**src/sv/spq_pkg.sv**
```systemverilog
// Shared types and codes for the sorted priority queue.
// Used by the cell and the top level; depends on nothing else.
package spq_pkg;

    localparam int unsigned VALUE_W = 16;
    localparam int unsigned IN_PRIO_W = 8;
    localparam int unsigned OCC_W = 5;

    typedef enum logic [1:0] {
        CMD_ENQUEUE = 2'd0,
        CMD_DEQUEUE = 2'd1,
        CMD_PEEK    = 2'd2
    } cmd_t;

    typedef enum logic [1:0] {
        ST_OK    = 2'd0,
        ST_EMPTY = 2'd1,
        ST_FULL  = 2'd2
    } status_t;

    typedef enum logic [1:0] {
        CELL_HOLD,
        CELL_INSERT,
        CELL_SHIFT
    } cell_op_t;

    typedef struct packed {
        cell_op_t           op;
        logic [VALUE_W-1:0] value;
    } cell_ctrl_t;

endpackage

```
**src/sv/sorted_priority_queue.sv**
```systemverilog
// Top level of the sorted priority queue: command decode, entry count, result register.
// Depends on spq_pkg and spq_cell.
//
//  channel | direction | tdata (low bit up)                    | tuser
//  s_      | in        | item_value[15:0], item_priority[23:16] | command[1:0]
//  m_      | out       | head_value[15:0], head_priority[23:16],| status[1:0]
//          |           | occupancy[28:24]                      |
//
// The whole cell chain updates at the edge that accepts a command.
// A new transfer is accepted each cycle while the result register is empty or being read.
// The result is registered when the transfer is accepted and holds while m_tready is low.
// Reset empties the queue at once; no clearing pass is needed.
module sorted_priority_queue import spq_pkg::*; #(
    parameter int unsigned DEPTH = 16,
    parameter int unsigned PRIORITY_BITS = 8
) (
    input  logic        aclk,
    input  logic        aresetn,
    input  logic        s_tvalid,
    output logic        s_tready,
    input  logic [23:0] s_tdata,   // item_value[15:0], item_priority[23:16]
    input  logic [1:0]  s_tuser,   // command[1:0]
    output logic        m_tvalid,
    input  logic        m_tready,
    output logic [31:0] m_tdata,   // head_value[15:0], head_priority[23:16], occupancy[28:24]
    output logic [1:0]  m_tuser    // status[1:0]
);

    localparam int unsigned CNT_W = $clog2(DEPTH + 1);
    localparam int unsigned PB = PRIORITY_BITS;

    logic [CNT_W-1:0]     count_reg;
    logic [CNT_W-1:0]     count_next;
    logic                 out_valid_reg;
    status_t              status_reg;
    status_t              status_next;
    logic [VALUE_W-1:0]   head_value_reg;
    logic [VALUE_W-1:0]   head_value_next;
    logic [IN_PRIO_W-1:0] head_prio_reg;
    logic [IN_PRIO_W-1:0] head_prio_next;
    logic [OCC_W-1:0]     occ_reg;
    logic [OCC_W-1:0]     occ_next;

    logic                 accept;
    cmd_t                 cmd;
    cell_ctrl_t           ctrl;
    logic [PB-1:0]        new_prio;
    logic [IN_PRIO_W-1:0] head_prio_ext;

    logic                 cell_ge    [DEPTH];
    logic [VALUE_W-1:0]   cell_value [DEPTH];
    logic [PB-1:0]        cell_prio  [DEPTH];

    assign s_tready = !out_valid_reg || m_tready;
    assign accept   = s_tvalid && s_tready;
    assign cmd      = cmd_t'(s_tuser);

    generate
        if (PB <= IN_PRIO_W) begin : g_prio_narrow
            assign new_prio      = s_tdata[16 +: PB];
            assign head_prio_ext = IN_PRIO_W'(cell_prio[0]);
        end else begin : g_prio_wide
            assign new_prio      = PB'(s_tdata[23:16]);
            assign head_prio_ext = cell_prio[0][IN_PRIO_W-1:0];
        end
        if (CNT_W <= OCC_W) begin : g_occ_narrow
            assign occ_next = OCC_W'(count_next);
        end else begin : g_occ_wide
            assign occ_next = count_next[OCC_W-1:0];
        end
    endgenerate

    always_comb begin
        ctrl.op         = CELL_HOLD;
        ctrl.value      = s_tdata[15:0];
        status_next     = ST_OK;
        head_value_next = '0;
        head_prio_next  = '0;
        count_next      = count_reg;
        if (accept) begin
            case (cmd)
                CMD_ENQUEUE: begin
                    if (count_reg == CNT_W'(DEPTH)) begin
                        status_next = ST_FULL;
                    end else begin
                        ctrl.op    = CELL_INSERT;
                        count_next = count_reg + CNT_W'(1);
                    end
                end
                CMD_DEQUEUE: begin
                    if (count_reg == '0) begin
                        status_next = ST_EMPTY;
                    end else begin
                        ctrl.op         = CELL_SHIFT;
                        head_value_next = cell_value[0];
                        head_prio_next  = head_prio_ext;
                        count_next      = count_reg - CNT_W'(1);
                    end
                end
                CMD_PEEK: begin
                    if (count_reg == '0) begin
                        status_next = ST_EMPTY;
                    end else begin
                        head_value_next = cell_value[0];
                        head_prio_next  = head_prio_ext;
                    end
                end
                default: begin
                end
            endcase
        end
    end

    genvar gi;
    generate
        for (gi = 0; gi < DEPTH; gi++) begin : g_cell
            logic               prev_ge;
            logic [VALUE_W-1:0] prev_value;
            logic [PB-1:0]      prev_prio;
            logic [VALUE_W-1:0] next_value;
            logic [PB-1:0]      next_prio;

            if (gi == 0) begin : g_first
                assign prev_ge    = 1'b1;
                assign prev_value = s_tdata[15:0];
                assign prev_prio  = new_prio;
            end else begin : g_inner
                assign prev_ge    = cell_ge[gi-1];
                assign prev_value = cell_value[gi-1];
                assign prev_prio  = cell_prio[gi-1];
            end
            if (gi == DEPTH - 1) begin : g_last
                assign next_value = '0;
                assign next_prio  = '0;
            end else begin : g_mid
                assign next_value = cell_value[gi+1];
                assign next_prio  = cell_prio[gi+1];
            end

            spq_cell #(
                .INDEX (gi),
                .CNT_W (CNT_W),
                .PRIO_W(PB)
            ) u_cell (
                .aclk      (aclk),
                .ctrl      (ctrl),
                .new_prio  (new_prio),
                .count     (count_reg),
                .prev_ge   (prev_ge),
                .prev_value(prev_value),
                .prev_prio (prev_prio),
                .next_value(next_value),
                .next_prio (next_prio),
                .ge        (cell_ge[gi]),
                .value     (cell_value[gi]),
                .prio      (cell_prio[gi])
            );
        end
    endgenerate

    always_ff @(posedge aclk) begin
        if (!aresetn) begin
            count_reg     <= '0;
            out_valid_reg <= 1'b0;
        end else begin
            count_reg <= count_next;
            if (accept) begin
                out_valid_reg <= 1'b1;
            end else if (m_tready) begin
                out_valid_reg <= 1'b0;
            end
        end
        if (accept) begin
            status_reg     <= status_next;
            head_value_reg <= head_value_next;
            head_prio_reg  <= head_prio_next;
            occ_reg        <= occ_next;
        end
    end

    assign m_tvalid = out_valid_reg;
    assign m_tuser  = status_reg;
    assign m_tdata  = {3'b000, occ_reg, head_prio_reg, head_value_reg};

`ifndef SYNTHESIS
    a_count_bound: assert property (@(posedge aclk) disable iff (!aresetn)
        count_reg <= CNT_W'(DEPTH))
        else $error("Entry count exceeds the queue depth.");

    a_full_refused: assert property (@(posedge aclk) disable iff (!aresetn)
        accept && cmd == CMD_ENQUEUE && count_reg == CNT_W'(DEPTH)
        |=> m_tvalid && m_tuser == ST_FULL && count_reg == CNT_W'(DEPTH))
        else $error("Enqueue on a full queue was not refused.");

    a_dequeue_count: assert property (@(posedge aclk) disable iff (!aresetn)
        accept && cmd == CMD_DEQUEUE && count_reg != '0
        |=> count_reg == $past(count_reg) - CNT_W'(1))
        else $error("Dequeue did not remove exactly one entry.");

    a_empty_zero: assert property (@(posedge aclk) disable iff (!aresetn)
        m_tvalid && m_tuser == ST_EMPTY |-> m_tdata[23:0] == '0)
        else $error("Empty status carries a nonzero head entry.");
`endif

endmodule

```
**src/sv/spq_cell.sv**
```systemverilog
// One storage cell of the sorted chain: holds an entry and trades it with its neighbors.
// Depends on spq_pkg.
module spq_cell import spq_pkg::*; #(
    parameter int unsigned INDEX = 0,
    parameter int unsigned CNT_W = 5,
    parameter int unsigned PRIO_W = 8
) (
    input  logic               aclk,
    input  cell_ctrl_t         ctrl,
    input  logic [PRIO_W-1:0]  new_prio,
    input  logic [CNT_W-1:0]   count,
    input  logic               prev_ge,
    input  logic [VALUE_W-1:0] prev_value,
    input  logic [PRIO_W-1:0]  prev_prio,
    input  logic [VALUE_W-1:0] next_value,
    input  logic [PRIO_W-1:0]  next_prio,
    output logic               ge,
    output logic [VALUE_W-1:0] value,
    output logic [PRIO_W-1:0]  prio
);

    logic [VALUE_W-1:0] value_reg;
    logic [VALUE_W-1:0] value_next;
    logic [PRIO_W-1:0]  prio_reg;
    logic [PRIO_W-1:0]  prio_next;

    // An occupied cell whose priority is at least the new one keeps its place.
    assign ge = (CNT_W'(INDEX) < count) && (prio_reg >= new_prio);

    always_comb begin
        value_next = value_reg;
        prio_next  = prio_reg;
        case (ctrl.op)
            CELL_INSERT: begin
                if (!ge) begin
                    if (prev_ge) begin
                        value_next = ctrl.value;
                        prio_next  = new_prio;
                    end else begin
                        value_next = prev_value;
                        prio_next  = prev_prio;
                    end
                end
            end
            CELL_SHIFT: begin
                value_next = next_value;
                prio_next  = next_prio;
            end
            default: begin
            end
        endcase
    end

    always_ff @(posedge aclk) begin
        value_reg <= value_next;
        prio_reg  <= prio_next;
    end

    assign value = value_reg;
    assign prio  = prio_reg;

endmodule

```
**config.mk**
```make
export PLATFORM = sky130hd
export DESIGN_NAME = sorted_priority_queue
export DESIGN_NICKNAME = d
export VERILOG_FILES = /design/src/sv/spq_pkg.sv /design/src/sv/sorted_priority_queue.sv /design/src/sv/spq_cell.sv
export SDC_FILE = /design/constraint.sdc
export NUM_CORES = 1
export LEC_CHECK = 0
export ABC_CLOCK_PERIOD_IN_PS = 10100
export BUFFER_PORTS_ARGS = -buffer_cell sky130_fd_sc_hd__clkbuf_2
export CELL_PAD_IN_SITES_DETAIL_PLACEMENT = 2
export CELL_PAD_IN_SITES_GLOBAL_PLACEMENT = 2
export CORE_UTILIZATION = 43
export CTS_BUF_LIST = sky130_fd_sc_hd__clkbuf_4
export CTS_CLUSTER_DIAMETER = 80
export CTS_CLUSTER_SIZE = 24
export DETAILED_ROUTE_END_ITERATION = 16
export PLACE_DENSITY_LB_ADDON = 0.1
export SYNTH_ARGS = -nofsm -noshare
export SYNTH_HDL_FRONTEND = slang
export SYNTH_SLANG_ARGS = --single-unit
```
**constraint.sdc**
```tcl
create_clock -name aclk -period 10.1 [get_ports aclk]
set_input_delay 1.515 -clock aclk [delete_from_list [all_inputs] [get_ports aclk]]
set_output_delay 1.515 -clock aclk [all_outputs]
set_load 0.01 [all_outputs]
```
==> out/qor.yml <==
run_status: "finished, violations left"
violations: "max-slew violations"
cp.arrival_ps: 5590
hold_viol_final: 0
rsz0062_at_grt: "false"
grt_first_pass_wirelength_mm: 157
largest_reg_flops: 256
grt-ovfl-total: 0
slew_viol_final: 117
drive_above_1_share_pct: 8.03
yosysTopAreaCell: "edfxtp_1"
critPathKind: "input pin to register"
worstSkewPairLatency_ps: 860
die_h_um: 242
num_io_pins: 66
synth_seq_area_share_pct: 50.9
synthArstFlopShare_pct: 0
slew_headroom_pct: -12.5
post-route-util_pct: 46.1
cp_num_buf_inv: 2
ys_warn_count: 0
vias: 22671
p_leak_nw: 9.32
cp.required_ps: 10570
port-buffer-count: 62
synthCells: 2597
clock_path_buffers: 3
skew_ps: 49.3
cts-hold-fix-buffers: 0
ant_nets: 0
drt_pass1_iterations: 5
clock_sinks: 421
syn_area_per_cell_um2: 9.51
grt_max_degree: 227
dpl.cell_count: 3221
worst_setup_path_end_kind: "register"
drt-total-wl_mm: 108
instances_no_fill: 3285
synth_cell_types: 49
max_stage_delay_ps: 870
ys_seq_elements: 421
synth_area_leaders: "edfxtp_1 (50%), a31oi_1 (9.0%), o21ai_0 (7.1%), ha_1 (6.8%), a21oi_1 (6.8%)"
cts.clk_slew.worst_paths_ps: 210
yosysMostFrequentCell: "edfxtp_1"
htreeDepth: 2
grt_util_all_layers_pct: 36.1
cp_cell_sequence: "clkbuf_2, inv_1, ha_1, a211o_1, o211ai_1, o311a_1, o21ai_0, nand2_1"
period_needed_ps: 5120
initial_core_util_pct: 43.7
yosys.area.top_type_share_pct: 50.4
crit_family: "compound AO/OA/AOI/OAI gates"
nNetsFinal: 2666
post_drt_wl_per_cell_um: 32.8
drtIter0Drc: 1996
viasPerCell: 6.90
ys_top_cells_by_count: "edfxtp_1 (415), a31oi_1 (354), nor2_1 (351)"
slowest_stage: "nand2_1"
cts_resized: 0
fill_cells: 6092
critPathMaxFanout: 25
first_global_vias: 23516
start_kind: "input pin"
cts_tree: "yes"
dp_hpwl_mm: 73.3
cts_buffers: 34
hp-class: "register to register"
ir_worst_vdd_uv: 109
gp_congestion: 0.902
drv_cap: 0
rows: 87
antenna_found_initial: 2
area_growth_pct: 5.62
setup-violations-final: 0
fmax_mhz: 195
drcViolationCount: 0
power.density_nw_per_um2: 136
tightest_slew_ps: 1690
power_w: 0.00355
synth_edf_count: 415
clockRootBuffer: "clkbuf_4"
period_share_pct: 50.7
core_um2: 56600
post_cts.repair.setup_buffers: 0
syn_area_um2: 24700
tns_ps: 0
fp.dieW_um: 242
dieArea_um2: 58400
synth_flop_cell: "edfxtp_1"
==> power breakdown <==
part,internal (W),total [W],switching [W]
combinational,0.000114,0.000468,0.000354
sequential,0.00199,0.00204,0.0000510
clock,0.000368,0.00104,0.000670
==> metal layers <==
| metal | global-route usage, % | part of all wire (%) | wire length, µm |
|---|---|---|---|
| met1 | 47.3 | 40 | 43200 |
| met2 | 60.0 | 48 | 52200 |
| met3 | 4.84 | 7.2 | 7810 |
| met4 | 14.9 | 4.3 | 4600 |
| met5 | 0 | 0 | 0 |
==> path summary, 6_finish.rpt <==
check / from / end / slack, ps / cells past startpoint
worst max register to register: count_reg[1] / g_cell[4].u_cell.prio[4] / 5020 / 7
worst min-delay path: g_cell[1].u_cell.value[7] / g_cell[0].u_cell.value[7] / 590 / 2
worst max-delay path: s_tdata[21] / g_cell[0].u_cell.prio[1] / 4980 / 8
worst min register to register: g_cell[1].u_cell.value[7] / g_cell[0].u_cell.value[7] / 590 / 2
==> final cells by class <==
class / count / area [µm²] / area share [%]
flip-flops and latches: 421 / 12600 / 48.2
clock inverters: 22 / 320 / 1.23
diodes: 2 / 5.00 / 0.0192
repair buffers: 117 / 761 / 2.91
inverters: 46 / 173 / 0.662
well taps: 756 / 946 / 3.62
clock buffers: 40 / 300 / 1.15
multi-input cells: 1881 / 11000 / 42.2
==> worst min-delay path, cell delays in order, from the launching register on <==
cell and delay [ps]:
edfxtp_1 390, nand2_1 60, nand2_1 70
==> logic make-up (layout without fill, tap and decap cells) <==
| kind of cell | after synthesis | after routing | share of synthesized area (%) |
|---|---|---|---|
| AOI/OAI and AO/OA | 1150 | 1150 | 26.6 |
| adders and majority gates | 135 | 135 | 6.84 |
| buffers and inverters | 297 | 225 | 5.03 |
| DFF | 421 | 421 | 50.9 |
| muxes | 26 | 26 | 1.06 |
| other | 1 | 5 | 0.0152 |
| and+or+nand+nor | 567 | 567 | 9.57 |
==> layout by cell type (no fill, tap or decap), drive strengths merged, types with 2 or more instances in the layout <==
master and n:
o22ai 3, inv 52, a22oi 14, or2 2, nand2 131, a211oi 2, nand4 17, dfxtp 6
a22o 3, o311ai 15, a2111oi 2, edfxtp 415, diode 2, nor3 3, buf 55, nor2 351
a21o 2, a211o 28, a21oi 335, o311a 14, nand3 6, nand2b 18, ha 135, clkinv 8
and3 26, clkinvlp 2, a31oi 354, conb 3, and2 7, o21ai 358, nor3b 2, clkbuf 102
o211ai 16, mux2i 25, bufinv 6
==> stage by stage <==
step	hold slack [ps]	setup WS [ps]	area [µm²]
after floorplan	503	5320	24700
after global placement	556	4390	25500
after detailed placement	560	4150	25500
after CTS	581	5100	26100
after global routing	608	4810	26100
final	589	4980	26100
Note: power is estimated with default switching activity, not from simulation.
